File: src/dsc_pkg.sv
`timescale 1ns / 1ps
// ----------------------------------------------------------------------------
// dsc_pkg: shared types and constants of the distinct SSID counter
// Holds the item and result formats, the internal operation format passed
// from the front end to the back end, and the sizes of the name table.
// ----------------------------------------------------------------------------
package dsc_pkg;

	// Table and record sizes.
	localparam int MAX_NAME_BYTES = 32;
	localparam int TABLE_ENTRIES  = 32;
	localparam int QUEUE_DEPTH    = 4;

	localparam int ENTRY_W = $clog2(TABLE_ENTRIES);
	localparam int CNT_W   = $clog2(TABLE_ENTRIES + 1);
	localparam int BIDX_W  = $clog2(MAX_NAME_BYTES);
	localparam int LEN_W   = $clog2(MAX_NAME_BYTES + 1);
	localparam int ADDR_W  = ENTRY_W + BIDX_W;
	localparam int Q_PTR_W = $clog2(QUEUE_DEPTH);
	localparam int Q_CNT_W = $clog2(QUEUE_DEPTH + 1);

	localparam logic [7:0] SPACE_CODE = 8'h20;

	// Function codes of an input item.
	localparam logic [1:0] FUNC_START = 2'd0;
	localparam logic [1:0] FUNC_BYTE  = 2'd1;
	localparam logic [1:0] FUNC_EMPTY = 2'd2;

	// Operation codes carried through the queue.
	localparam logic [1:0] OP_START = 2'd0;
	localparam logic [1:0] OP_BYTE  = 2'd1;
	localparam logic [1:0] OP_EMPTY = 2'd2;

	typedef struct packed {
		logic [1:0] func;
		logic [7:0] ssid_byte;
		logic       last_byte;
		logic [7:0] rx_level;
	} item_t;

	typedef struct packed {
		logic [5:0] distinct_count;
		logic       hidden;
		logic       was_new;
		logic [7:0] entry_level;
		logic       dropped;
	} result_t;

	typedef struct packed {
		logic [1:0] kind;
		logic [7:0] ssid_byte;
		logic       last_byte;
		logic [7:0] rx_level;
	} op_t;

	typedef struct packed {
		logic full;
		logic empty;
	} q_status_t;

endpackage

File: src/dsc_queue.sv
`timescale 1ns / 1ps
// ----------------------------------------------------------------------------
// dsc_queue: operation queue between front end and back end
// A small first-in first-out buffer that lets the front end keep taking
// items while the back end searches the name table.
// ----------------------------------------------------------------------------
module dsc_queue (
	input  logic               clk,
	input  logic               arst_n,
	input  logic               push,
	input  dsc_pkg::op_t       push_op,
	input  logic               pop,
	output dsc_pkg::op_t       head_op,
	output dsc_pkg::q_status_t status
);
	import dsc_pkg::*;

	op_t                slot_q [QUEUE_DEPTH];
	logic [Q_PTR_W-1:0] wr_ptr_q;
	logic [Q_PTR_W-1:0] rd_ptr_q;
	logic [Q_CNT_W-1:0] count_q;

	assign status.full  = (count_q == Q_CNT_W'(QUEUE_DEPTH));
	assign status.empty = (count_q == '0);
	assign head_op      = slot_q[rd_ptr_q];

	// Pointer and fill count update.
	always_ff @(posedge clk or negedge arst_n) begin
		if (!arst_n) begin
			wr_ptr_q <= '0;
			rd_ptr_q <= '0;
			count_q  <= '0;
		end else begin
			if (push) begin
				wr_ptr_q <= (wr_ptr_q == Q_PTR_W'(QUEUE_DEPTH - 1)) ? '0 : wr_ptr_q + 1'b1;
			end
			if (pop) begin
				rd_ptr_q <= (rd_ptr_q == Q_PTR_W'(QUEUE_DEPTH - 1)) ? '0 : rd_ptr_q + 1'b1;
			end
			if (push && !pop) begin
				count_q <= count_q + 1'b1;
			end else if (pop && !push) begin
				count_q <= count_q - 1'b1;
			end
		end
	end

	// Slot storage.
	always_ff @(posedge clk) begin
		if (push) begin
			slot_q[wr_ptr_q] <= push_op;
		end
	end

endmodule

File: config.mk
export PLATFORM = sky130hd
export DESIGN_NAME = dsc_queue
export DESIGN_NICKNAME = d
export VERILOG_FILES = /design/src/dsc_pkg.sv /design/src/dsc_queue.sv
export SDC_FILE = /design/constraint.sdc
export NUM_CORES = 1
export LEC_CHECK = 0
export BUFFER_PORTS_ARGS = -buffer_cell sky130_fd_sc_hd__buf_2
export CAP_MARGIN = 30
export CELL_PAD_IN_SITES_DETAIL_PLACEMENT = 1
export CELL_PAD_IN_SITES_GLOBAL_PLACEMENT = 2
export CORE_MARGIN = 2
export CORE_UTILIZATION = 23
export CTS_CLUSTER_SIZE = 28
export DETAILED_ROUTE_END_ITERATION = 6
export PLACE_DENSITY_LB_ADDON = 0.3
export SETUP_SLACK_MARGIN = 0.5
export SLEW_MARGIN = 0
export SYNTH_ARGS = -nofsm -noshare
export SYNTH_HDL_FRONTEND = slang
export SYNTH_SLANG_ARGS = --single-unit
export TNS_END_PERCENT = 5
File: constraint.sdc
create_clock -name clk -period 5 [get_ports clk]
set_clock_uncertainty 0.1 [all_clocks]
set_input_delay 0.25 -clock clk [delete_from_list [all_inputs] [get_ports clk]]
set_output_delay 0.25 -clock clk [all_outputs]
set_load 0.02 [all_outputs]
# After elaboration in Yosys (flattened, before gate mapping)
# Memory sizes are Yosys's and may differ from the RTL's.
# Index checks and enable logic that the tools add are counted.
# word_totals
input_bits	23
rom_bits	0
latchBits	0
memories	1
ramBits	76
out_inout_bits	21
ff_bits	7
word_cells	23
# op_classes
magnitude_cmp	0
n_eq_ne	3
n_mux	6
n_bitwise	0
reduce_logical	6
shift	0
add_sub_neg	4
div	0
n_mul	0
# mem_list
memory	words	word_bits	rd	rd_clocked_by_memory_dff	write_ports	line_no	source
slot_q	4	19	1	0	1	dsc_queue.sv:18	op_t slot_q [QUEUE_DEPTH];
# ops
operator	n
$mux 3	2
$add 2x1->2 const B	2
$eq 2x2->1 const B	2
$mux 2	2
$add 3x1->3 const B	1
$eq 3x3->1 const B	1
$logic_not 3->1	1
$sub 3x1->3 const B	1
$logic_and 1x1->1	2
$logic_not 1->1	2
$mux 1	2
$reduce_bool 2->1	1

# Logic depth before layout (Yosys ltp)
# logic_depth
ltp_word	4
ltp_mapped	7
ltp_nobuf	7

# Worst setup path before layout
# OpenSTA, ideal clock, no wires.
# synth_timing
path_type	flip-flop to flip-flop
start	register wr_ptr_q[0]
end	memory slot_q[2][0] (netlist name), enable pin
path_stages_with_launch	4
path_buffers	0
setup_time_ps	377
slack_ps	3407
synth_period_minus_slack_ps	1593
required_time_ps	4523
t_arrival_ps	1116
path_cell_list	dfrtp_1 > inv_1 > ha_1 > and2_1
# synth_rtl
element	line_no	source
start, declared	dsc_queue.sv:19	logic [Q_PTR_W-1:0] wr_ptr_q;
start signal, assigned	dsc_queue.sv:35	wr_ptr_q <= (wr_ptr_q == Q_PTR_W'(QUEUE_DEPTH - 1)) ? '0 : wr_ptr_q + 1'b1;
end, declared	dsc_queue.sv:18	
# No word-level cell before the write port.

==> flow_summary.toml <==
[status]
status = "completed"

[logic_synthesis]
ys_seq_area_share_pct = 77.87
syn_area_per_cell_um2 = 23.20
ys_types = 19
ys_warn_count = 0
syn-num-nets = 166
ys_seq_elements = 83
netlist_instances = 136
syn-cell-area_um2 = 3156

[timing]
max_slew_margin_pct = 60.07
max_freq_mhz = 456.9
worstMarginPinSlew_ns = 0.5990
finalHoldViolCount = 0
final.setup.tns_ns = 0
maxSlewViolCount = 0
setup_viol = 0
min_period_ns = 2.189
timing.final.ws_setup_ns = 2.811
fin_crit_sh_pct = 43.78
rsz0062_at_grt = "false"

[power_and_ir_drop]
p_per_area_nw_per_um2 = 579.1
leakage_uw = 0.001395
peakVddDrop_mv = 0.2087

[cells_and_area]
final_cell_mix = "76 x edfxtp_1, 43 x buf_2, 18 x mux4_2"
antenna_cells = 0
final_core_util_pct = 29.82
area_growth_pct = 25.65
layout.nets = 223
layout-drive-gt1-share_pct = 42.93
fillers = 1369
mostFrequentLayoutCell = "edfxtp_1"

[placement]
gp_congestion = 0.6641
portBuffers = 43
dp_slack_ns = 3.024
dp_hpwl_mm = 4.111

[clock_network]
clkTransAtPathRegs_ns = 0.07
htree_levels = 3
cts_root_buf = "clkbuf_16"
clock_sinks = 83
insertion_delay_ns = 0.33
clk_path_buf_depth = 2
cts_made_buffers = 9
cts_resized = 0
tritoncts = "done"

[worst_setup_path]
crit_chain = "buf_4, mux4_2, buf_2"
critPathSlowestCell = "mux4_2"
critical_path_class = "reg -> out"
critPathMaxFanout = 22
r2r_end = "slot_q[0][16]"
worst-path-buf-inv = 2
crit_required_ns = 4.65
crit_path_max_incr_delay_ns = 0.60
worstPathArrival_ns = 1.84
crit_cells = 3
cp-end-kind = "primary output"
reg2reg_from = "wr_ptr_q[0]"
critical-path-top-delay-family = "multiplexers"
reg2reg_depth = 4
cp-endpoint = "head_op[10]"
crit_start = "rd_ptr_q[0]"
r2r_slack_ns = 3.22
start_kind = "flip-flop"

[floorplanning]
start_util_pct = 23.73
core_um2 = 13300
die_x_um = 121.1
core.rowCount = 42
fp.dieH_um = 121.1
floorplan.io_pins = 44
dieArea_um2 = 14670

[grt]
antenna_found_initial = 0
grtUsageTotal_pct = 9.082
grt_pass1_vias = 1683
grt-ovfl-total = 0
grt_max_degree = 23
grt_pass1_wl_mm = 9.563

[drt]
antenna_left = 0
vias_per_cell = 3.936
routedWlPerCell_um = 16.31
drc = 0
drt_first_pass_iters = 4
wl_mm = 6.099
drt_iter0_markers = 93
vias = 1472

[hold_path]
hp-class = "in -> reg"
worstHoldStart = "push_op[11]"

[job]
cap_violations = 0
[kinds of logic (layout without fill, tap and decap cells)]
logic type / count (synthesis) / in the layout / synth area share (%)
AO/OA/AOI/OAI: 3 / 3 / 0.5552
multiplexers: 21 / 21 / 14.39
XOR/XNOR: 3 / 3 / 0.8328
buffers and inverters: 8 / 70 / 1.507
AND/OR/NAND/NOR: 11 / 11 / 1.824
adder cells (fa/ha/maj): 7 / 7 / 3.013
flip-flops: 83 / 83 / 77.87
[worst min path at each step]
stage	end	slack, ns	cells past startpoint
finish	slot_q[1][11]	0.03	1
global route	slot_q[1][15]	0.03	1
CTS	slot_q[1][11]	0.02	1
detailed placement	count_q[2]	0.0008	1
global placement	count_q[2]	0.001	1
floorplan	count_q[0]	-0.15	0
[cells in the mapped netlist]
master	number	area share, %
edfxtp_1	76	72
mux4_2	18	13
dfrtp_1	7	5.6
ha_1	6	2.4
and2_1	4	0.79
inv_1	4	0.48
buf_2	2	0.32
buf_6	2	0.71
mux2_2	2	0.71
nand2_1	2	0.24
nor2_1	2	0.24
nor3_1	2	0.32
o21ai_0	2	0.32
xor2_1	2	0.56
a21o_1	1	0.24
fa_1	1	0.63
mux4_1	1	0.83
nor3b_1	1	0.24
xnor2_1	1	0.28
[sequential cells by signal, indices dropped and copies added, names as in the netlist]
name and count:
rd_ptr_q 2, wr_ptr_q 2, count_q 3, slot_q 76
[power breakdown]
part	switching [uW]	internal (uW)	leakage [uW]	total (uW)
combinational	376	292	0.000465	669
clock	275	395	0.000149	670
sequential	59.3	898	0.000781	957
total	711	1590	0.00139	2300
[stage by stage]
step | total power [uW] | hold slack [ns] | cell area [um2] | cells
2_1_floorplan | 1422 | -0.1456 | 3156 | 136
3_3_place_gp | 1630 | 0.001009 | 3573 | 353
3_5_place_dp | 1664 | 0.0007705 | 3631 | 356
4_1_cts | 2341 | 0.01917 | 3950 | 373
5_1_grt | 2419 | 0.02509 | 3965 | 374
6_report | 2296 | 0.03164 | 3965 | 374
[layout make-up]
class / count / area (um2) / share of cell area (%)
multi-input cells: 45 / 650.6 / 16.41
well taps: 176 / 220.2 / 5.554
inverters: 4 / 15.01 / 0.3787
repair buffers: 50 / 312.8 / 7.889
clock buffers: 9 / 225.2 / 5.680
clock inverters: 7 / 83.83 / 2.114
flip-flops and latches: 83 / 2457 / 61.98
[what timing repair did]
item                      CTS  global route
setup buffers               0             0
hold buffers                1             0
hold endpoints to repair    7             0
[metal layers]
metal	track usage, %	vias to the layer above	share of wire (%)
met4	2.586	0	1.0
li1	-	668	-
met1	10.82	761	44
met3	3.947	6	5.2
met5	0	-	0
met2	14.96	37	50
(Power assumes the default switching activity.)
