**src/dsc_pkg.sv**
```systemverilog
`timescale 1ns / 1ps
// ----------------------------------------------------------------------------
// dsc_pkg: shared types and constants of the distinct SSID counter
// Holds the item and result formats, the internal operation format passed
// from the front end to the back end, and the sizes of the name table.
// ----------------------------------------------------------------------------
package dsc_pkg;

	// Table and record sizes.
	localparam int MAX_NAME_BYTES = 32;
	localparam int TABLE_ENTRIES  = 32;
	localparam int QUEUE_DEPTH    = 4;

	localparam int ENTRY_W = $clog2(TABLE_ENTRIES);
	localparam int CNT_W   = $clog2(TABLE_ENTRIES + 1);
	localparam int BIDX_W  = $clog2(MAX_NAME_BYTES);
	localparam int LEN_W   = $clog2(MAX_NAME_BYTES + 1);
	localparam int ADDR_W  = ENTRY_W + BIDX_W;
	localparam int Q_PTR_W = $clog2(QUEUE_DEPTH);
	localparam int Q_CNT_W = $clog2(QUEUE_DEPTH + 1);

	localparam logic [7:0] SPACE_CODE = 8'h20;

	// Function codes of an input item.
	localparam logic [1:0] FUNC_START = 2'd0;
	localparam logic [1:0] FUNC_BYTE  = 2'd1;
	localparam logic [1:0] FUNC_EMPTY = 2'd2;

	// Operation codes carried through the queue.
	localparam logic [1:0] OP_START = 2'd0;
	localparam logic [1:0] OP_BYTE  = 2'd1;
	localparam logic [1:0] OP_EMPTY = 2'd2;

	typedef struct packed {
		logic [1:0] func;
		logic [7:0] ssid_byte;
		logic       last_byte;
		logic [7:0] rx_level;
	} item_t;

	typedef struct packed {
		logic [5:0] distinct_count;
		logic       hidden;
		logic       was_new;
		logic [7:0] entry_level;
		logic       dropped;
	} result_t;

	typedef struct packed {
		logic [1:0] kind;
		logic [7:0] ssid_byte;
		logic       last_byte;
		logic [7:0] rx_level;
	} op_t;

	typedef struct packed {
		logic full;
		logic empty;
	} q_status_t;

endpackage

```
**src/dsc_front.sv**
```systemverilog
`timescale 1ns / 1ps
// ----------------------------------------------------------------------------
// dsc_front: input stage of the distinct SSID counter
// Registers each incoming item, decodes its function code into an operation
// and pushes it into the queue. Unused function codes are discarded here.
// ----------------------------------------------------------------------------
module dsc_front (
	input  logic               clk,
	input  logic               arst_n,
	input  logic               item_valid,
	output logic               item_stall,
	input  dsc_pkg::item_t     item,
	input  dsc_pkg::q_status_t q_status,
	output logic               push,
	output dsc_pkg::op_t       push_op
);
	import dsc_pkg::*;

	logic stage_valid_s1;
	op_t  stage_op_s1;
	logic accept;
	logic known;
	op_t  dec_op;

	// Decode the function code of the incoming item.
	always_comb begin
		dec_op.ssid_byte = item.ssid_byte;
		dec_op.last_byte = item.last_byte;
		dec_op.rx_level  = item.rx_level;
		dec_op.kind      = OP_START;
		known            = 1'b1;
		unique case (item.func)
			FUNC_START: dec_op.kind = OP_START;
			FUNC_BYTE:  dec_op.kind = OP_BYTE;
			FUNC_EMPTY: dec_op.kind = OP_EMPTY;
			default:    known = 1'b0;
		endcase
	end

	// The stage holds one operation until the queue has room for it.
	assign push       = stage_valid_s1 && !q_status.full;
	assign item_stall = stage_valid_s1 && q_status.full;
	assign accept     = item_valid && !item_stall;
	assign push_op    = stage_op_s1;

	always_ff @(posedge clk or negedge arst_n) begin
		if (!arst_n) begin
			stage_valid_s1 <= 1'b0;
		end else if (accept) begin
			stage_valid_s1 <= known;
		end else if (push) begin
			stage_valid_s1 <= 1'b0;
		end
	end

	always_ff @(posedge clk) begin
		if (accept) begin
			stage_op_s1 <= dec_op;
		end
	end

endmodule

```
**config.mk**
```make
export PLATFORM = sky130hd
export DESIGN_NAME = dsc_front
export DESIGN_NICKNAME = d
export VERILOG_FILES = /design/src/dsc_pkg.sv /design/src/dsc_front.sv
export SDC_FILE = /design/constraint.sdc
export NUM_CORES = 1
export LEC_CHECK = 0
export BUFFER_PORTS_ARGS = -buffer_cell sky130_fd_sc_hd__buf_2
export CORE_MARGIN = 2
export CORE_UTILIZATION = 38
export DETAILED_ROUTE_END_ITERATION = 10
export PLACE_DENSITY_LB_ADDON = 0.25
export SLEW_MARGIN = 15
export SYNTH_ARGS = -nofsm -noshare
export SYNTH_HDL_FRONTEND = slang
export SYNTH_SLANG_ARGS = --single-unit
```
**constraint.sdc**
```tcl
create_clock -name clk -period 2.44 [get_ports clk]
set_clock_uncertainty 0.15 [all_clocks]
set_input_delay 0.61 -clock clk [delete_from_list [all_inputs] [get_ports clk]]
set_output_delay 0.61 -clock clk [all_outputs]
set_load 0.01 [all_outputs]
```
After elaboration in Yosys (flattened, before gate mapping)
Index checks and enable logic that the tools add are counted.
{"block": "classes", "eq_ne": 2, "n_mux": 4, "reduce_logical": 8}
{"operator": "$pmux 2 s2", "count": 1}
{"operator": "$logic_and 1x1->1", "count": 3}
{"operator": "$mux 1", "count": 3}
{"operator": "$reduce_or 3->1", "count": 1}
{"operator": "$eq 2x1->1 const B", "count": 1}
{"operator": "$eq 2x2->1 const B", "count": 1}
{"operator": "$logic_not 1->1", "count": 2}
{"operator": "$logic_not 2->1", "count": 1}
{"operator": "$reduce_bool 2->1", "count": 1}
{"block": "totals", "reg_bits": 20, "inputBits": 24, "output_inout_bits": 21, "word_cells": 19}

Longest topological paths before layout
Gate-level depths: netlist (run 1).
{"block": "logic_depth", "word_depth": 4, "mapped_depth": 2, "ltp_nobuf": 2}

Worst setup path before layout (run 1)
No wires, ideal clock.
{"block": "synth_timing", "kind": "input port to flip-flop", "startpoint": "in q_status[1] in the netlist's numbering", "endpoint": "reg stage_op_s1, in the netlist push_op[0] (enable)", "setup_time_ns": 0.397, "t_arrival_ns": 1.637, "required_time_ns": 1.893, "slack_ns": 0.256, "path_stages": 2, "n_path_buf": 0, "path_cell_list": "and2_4 > nor2b_1"}
{"block": "synth_between", "elab_chain_len": 3}
{"element": "start: declaration", "line": "dsc_front.sv:13", "rtl": "input dsc_pkg::q_status_t q_status,"}
{"element": "$logic_and 1x1->1", "line": "dsc_front.sv:42", "rtl": "assign item_stall = stage_valid_s1 && q_status.full;"}
{"element": "$logic_not 1->1", "line": "dsc_front.sv:43", "rtl": "assign accept = item_valid && !item_stall;"}
{"element": "$logic_and 1x1->1", "line": "dsc_front.sv:43"}
{"element": "named net accept", "line": "dsc_front.sv:21", "rtl": "logic accept;"}
{"element": "end signal: assignment", "line": "dsc_front.sv:58", "rtl": "stage_op_s1 <= dec_op;"}
{"element": "end: declaration", "line": "dsc_front.sv:20", "rtl": "op_t stage_op_s1;"}
The timed path passes the listed nets, and every way through them passes these cells.
A chain may end at the register's enable or synchronous reset.

Worst setup path in the final report (run 1)
{"block": "layout_timing", "startpoint": "in q_status[1] in the netlist's numbering", "endpoint": "out item_stall"}
{"block": "layout_between", "elab_chain_len": 1}
{"element": "$logic_and 1x1->1", "line": "dsc_front.sv:42"}
{"element": "end: declaration", "line": "dsc_front.sv:11", "rtl": "output logic item_stall,"}
Every way passes these cells.

==> reports/results.ini, run 1 <==
[outcome]
status = complete, no violations

[clock_network]
postCtsSetupBuffers = 0
cts.sinks = 20
cts_made_buffers = 3
post_cts_resized = 0
cts.path.max_buffers = 2
htreeDepth = 1
clk_pin_slew_ps = 100
root_buffer = clkbuf_4
cts_tree = built
clkLatencyLatePin_ps = 280

[floorplan]
dieArea_mm2 = 0.00203
die_y_um = 45.1
initial_core_util = 0.416
die_w_um = 45.1
core_mm2 = 0.00154
rows = 14
ios = 45

[logic_synthesis]
synth_top_cells_by_count = edfxtp_1, nor2b_1
ys.flop_type = edfxtp_1
synth.distinct_cells = 6
netlist.area_leader.share = 0.891
synth_most_common_cell = edfxtp_1
ys_ff_latch = 20
synth_edf_count = 19
yosysTopAreaCell = edfxtp_1
yosys_warnings = 0
synthCells = 27
syn_area_per_cell_um2 = 23.7
syn_area_um2 = 641
yosys-top-cells-area = edfxtp_1, dfrtp_1, nor2b_1, and2_4, a21o_1
async_flop_share = 0.0500
ys_seq_area_frac = 0.930
syn-num-nets = 51

[final_layout]
drive_above_1_share = 0.636
fillers = 134
areaGrowthSynthToFinish_pct = 44.7
antennaDiodeCount = 0
fin_nets = 102
fin_util = 0.601

[global_routing]
grt_pass1_vias = 381
grt_max_degree = 12
gr-usage-all-layers = 0.110
antenna_found_initial = 0
grt_pass1_wl_um = 1480
grt_overflow = 0

[timing]
tns_ps = 0
setup_viol = 0
rsz0062_at_grt = false
hold_violations = 0
min_period_over_period = 0.713
finalMaxSlewViolations = 0
min_period_ps = 1740
worst_pin_slew_ps = 129
relSlewSlack = 0.914
fmax_ghz = 0.575

[critical_path]
worstPathArrival_ps = 980
required_ps = 1680
crit_path_start_kind = primary input
worst-path-max-fanout = 3
path_class = primary input to output pin
end_kind = output pin

[route]
remaining_drc_errors = 0
antenna_left = 0
dr.pass1.iters = 3
vias_per_cell = 4.41
wl_um = 1020
drt_iter0_drc = 1
wl_per_cell_um = 11.0
num_vias = 410

[run]
drv_cap = 0

[pwr]
power_leakage_nw = 0.417
peakVddDrop_v = 0.000356
p_per_area_mw_per_mm2 = 671

[min_path]
hp-class = primary input to register

[placed_design]
routabilityCongestion = 0.697
port-buffer-count = 43

[per-stage QoR]
stage / power [W] / cell area [um2] / hold slack, ps / instances / setup WS [ps]
global route: 0.000653 / 927 / 313 / 93 / 658
floorplan: 0.000439 / 641 / 164 / 27 / 256
global placement: 0.000478 / 891 / 235 / 88 / 705
detailed placement: 0.000481 / 891 / 240 / 88 / 700
CTS: 0.000632 / 927 / 327 / 93 / 680
finish: 0.000622 / 927 / 339 / 93 / 700
[worst max-delay path: stages]
cell    delay, ps
buf_2         100
and2_4        130
buf_2         130
[cell type report]
type	instances	area [um2]	area share
Clock buffer	3	22.5	0.0243
Clock inverter	1	3.75	0.00405
Multi-Input combinational cell	7	45.0	0.0486
Sequential cell	20	596	0.642
Tap cell	16	20.0	0.0216
Timing Repair Buffer	46	240	0.259
[power by group]
part | total, W | switching, W | internal [W] | leakage (nW)
Clock | 0.000149 | 0.0000900 | 0.0000594 | 0.0154
Combinational | 0.0000677 | 0.0000335 | 0.0000341 | 0.208
Sequential | 0.000405 | 0.00000439 | 0.000400 | 0.194
[worst paths after layout]
check | end | cells past startpoint | slack, ps | start
hold / removal | push_op[1] | 1 | 340 | item[1]
setup reg to reg | push_op[15] | 3 | 1110 | stage_valid_s1
setup / recovery | item_stall | 3 | 700 | q_status[1]
hold reg to reg | stage_valid_s1 | 2 | 470 | stage_valid_s1
max in group asynchronous | stage_valid_s1 | 2 | 1590 | arst_n
min in group asynchronous | stage_valid_s1 | 2 | 470 | arst_n
[routing by layer]
| layer | up-vias | wire length [um] | track usage |
|---|---|---|---|
| met5 | - | 0 | 0 |
| met4 | 0 | 0 | 0.0882 |
| met3 | 0 | 118 | 0.0400 |
| met2 | 23 | 571 | 0.183 |
| met1 | 184 | 332 | 0.108 |
| li1 | 203 | - | - |
[layout by cell type (no fill, tap or decap)]
cell           instances
clkinv_1               1
clkbuf_4               3
buf_4                  2
buf_2                 43
nor2b_1                4
edfxtp_1              19
and2_4                 1
dlygate4sd3_1          1
nand2_1                1
dfrtp_1                1
a21o_1                 1
[what timing repair did]
action                                  in CTS  in global routing
hold buffers                                 1                  0
endpoints found under the hold margin        1                  0
endpoints found under the setup margin       0                  0
[logic make-up after synthesis]
| family | synth area share |
|---|---|
| flops | 0.930 |
| compound gates | 0.0117 |
| simple gates | 0.0586 |
[state kept, by name, summed over array words and instances (netlist names)]
register        count
push_op            19
stage_valid_s1      1
Power figures use the tool's default switching activity.
==> inputs of run 2 (changes only) <==
==> constraint.sdc (replaced) <==
create_clock -name clk -period 1.71 [get_ports clk]
set_clock_uncertainty 0.15 [all_clocks]
set_input_delay 0.4275 -clock clk [delete_from_list [all_inputs] [get_ports clk]]
set_output_delay 0.4275 -clock clk [all_outputs]
set_load 0.01 [all_outputs]
==> run 2 against run 1 <==
First-iteration DRC count rose by 100%. Clock-buffer cell count rose by 1. Via count is 1.7% lower. Non-clock buffer count decreased by 1. Register-to-register slack got worse by 710 ps. Wire length rose by 0.49%. Worst setup slack lost 530 ps. Critical endpoint unchanged.
==> reports/results.ini, run 2 (same netlist as run 1, synthesis figures left out) <==
[floorplan]
die_y_um = 45.1  ; unchanged
dieArea_mm2 = 0.00203  ; unchanged
initial_core_util = 0.416  ; unchanged
rows = 14  ; unchanged
ios = 45  ; unchanged
core_mm2 = 0.00154  ; unchanged
die_w_um = 45.1  ; unchanged

[route]
drt_iter0_drc = 2  ; was 1
dr.pass1.iters = 2  ; was 3
antenna_left = 0  ; unchanged
wl_per_cell_um = 11.2  ; was 11.0 um
remaining_drc_errors = 0  ; unchanged
num_vias = 403  ; was 410
wl_um = 1030  ; was 1020 um
vias_per_cell = 4.38  ; was 4.41

[min_path]
hp-class = primary input to register  ; unchanged
min_to = push_op[6]  ; was push_op[1]
min_path_cells = 1  ; unchanged
min-delay-start = item[6]  ; was item[1]

[timing]
tns_ps = 0  ; unchanged
relSlewSlack = 0.909  ; was 0.914
finalMaxSlewViolations = 0  ; unchanged
min_period_over_period = 0.904
fmax_ghz = 0.647
hold_violations = 0  ; unchanged
worst_pin_slew_ps = 136  ; was 129 ps
setup_viol = 0  ; unchanged
min_period_ps = 1550
rsz0062_at_grt = false  ; unchanged

[critical_path]
critPathBufInv = 1  ; was 2
ff2ff_path_depth = 3  ; unchanged
crit_path_start_kind = register  ; was primary input
path_cells = and2_4 > buf_2  ; was buf_2 > and2_4 > buf_2
worst-path-max-fanout = 3  ; unchanged
required_ps = 1130  ; was 1680 ps
end_kind = output pin  ; unchanged
cp_top_family = flip-flops  ; was buffers and inverters
path_class = register to output pin  ; was primary input to output pin
worstPathArrival_ps = 970  ; was 980 ps
critPathMaxStageDelay_ps = 390  ; was 130 ps
slowest_stage = dfrtp_1  ; was and2_4
r2r_start = stage_valid_s1  ; unchanged
r2r-end = push_op[15]  ; unchanged
reg2reg_slack_ps = 400  ; was 1110 ps

[global_routing]
gr-usage-all-layers = 0.116  ; was 0.110
grt_pass1_vias = 398  ; was 381
antenna_found_initial = 0  ; unchanged
grt_overflow = 0  ; unchanged
grt_pass1_wl_um = 1620  ; was 1480 um
grt_max_degree = 20  ; was 12

[pwr]
power_leakage_nw = 0.417  ; about the same
p_per_area_mw_per_mm2 = 955  ; was 671 mW/mm2
peakVddDrop_v = 0.000478  ; was 0.000356 V

[clock_network]
cts.path.max_buffers = 2  ; unchanged
cts_made_buffers = 3  ; unchanged
postCtsSetupBuffers = 0  ; unchanged
cts_tree = built  ; unchanged
htreeDepth = 1  ; unchanged
clkLatencyLatePin_ps = 280  ; about the same
clk_pin_slew_ps = 100  ; about the same
cts.sinks = 20  ; unchanged
root_buffer = clkbuf_4  ; unchanged

[final_layout]
fillers = 130  ; was 134
ff_latch_area_um2 = 596  ; unchanged
antennaDiodeCount = 0  ; unchanged
largest_reg_flops = 19  ; unchanged
fin_nets = 101  ; was 102
final_common_cell = buf_2  ; unchanged
drive_above_1_share = 0.645  ; was 0.636
fin_util = 0.606  ; was 0.601
final_cell_mix = buf_2, edfxtp_1, nor2b_1, clkbuf_4  ; was buf_2, edfxtp_1, nor2b_1, clkbuf_4, buf_4
areaGrowthSynthToFinish_pct = 45.9  ; was 44.7%
multi_input_area_um2 = 47.5  ; was 45.0 um2

[outcome]
status = complete, no violations  ; unchanged

[placed_design]
port-buffer-count = 43  ; unchanged
routabilityCongestion = 0.646  ; was 0.697

[run]
drv_cap = 0  ; unchanged

run 2: cell count changes in the layout (fill, tap and decap cells not counted):
cell and change:
clkinv_1 -1, nor2b_2 +1, clkbuf_1 +1, nor2b_1 -1, buf_4 -2, buf_12 +1
run 2: through the flow:
stage               hold WS, ps  worst slack [ps]  instance area [um2]  std cells  total power, W
floorplan                 -18.1              61.2                  643         27        0.000626
global placement           53.2               273                  898         87        0.000686
detailed placement         57.0               261                  898         87        0.000690
CTS                         145               150                  935         92        0.000907
global route                136               103                  935         92        0.000938
finish                      158               165                  935         92        0.000892
run 2: worst max path at each step:
stage / startpoint / endpoint / slack [ps] / cells past startpoint
finish: stage_valid_s1 / item_stall / 160 / 2
CTS: stage_valid_s1 / item_stall / 150 / 2
floorplan: q_status[1] / push_op[0] / 60 / 2
global route: stage_valid_s1 / item_stall / 100 / 2
detailed placement: q_status[1] / push_op[14] / 260 / 4
global placement: q_status[1] / push_op[14] / 270 / 4
run 2: cell type report:
class | count | share of cell area
clock buffers | 4 | 0.0281
multi-input cells | 7 | 0.0509
flip-flops and latches | 20 | 0.637
well taps | 16 | 0.0214
repair buffers | 45 | 0.262
run 2: metal layers:
| metal | up-vias | global-route usage | wire length, um |
|---|---|---|---|
| li1 | 201 | - | - |
| met1 | 178 | 0.119 | 362 |
| met2 | 24 | 0.220 | 579 |
| met3 | 0 | 0.0360 | 85 |
| met4 | 0 | 0.0353 | 0 |
| met5 | - | 0 | 0 |
run 2: worst reg2reg max path, cell delays in order, from the launching register on:
cell     delay [ps]
dfrtp_1         390
and2_4          170
nor2b_2         150
buf_12          170
run 2: power breakdown:
group | total (W) | switching [W] | internal (W)
Clock | 0.000215 | 0.000124 | 0.0000904
Combinational | 0.000100 | 0.0000486 | 0.0000515
Sequential | 0.000578 | 0.00000646 | 0.000571
Total | 0.000892 | 0.000179 | 0.000713
run 2: timing repair:
item                                   in CTS  in global routing
hold buffers                                1                  0
gates resized for setup                     0                  0
endpoints found under the hold margin       1                  0
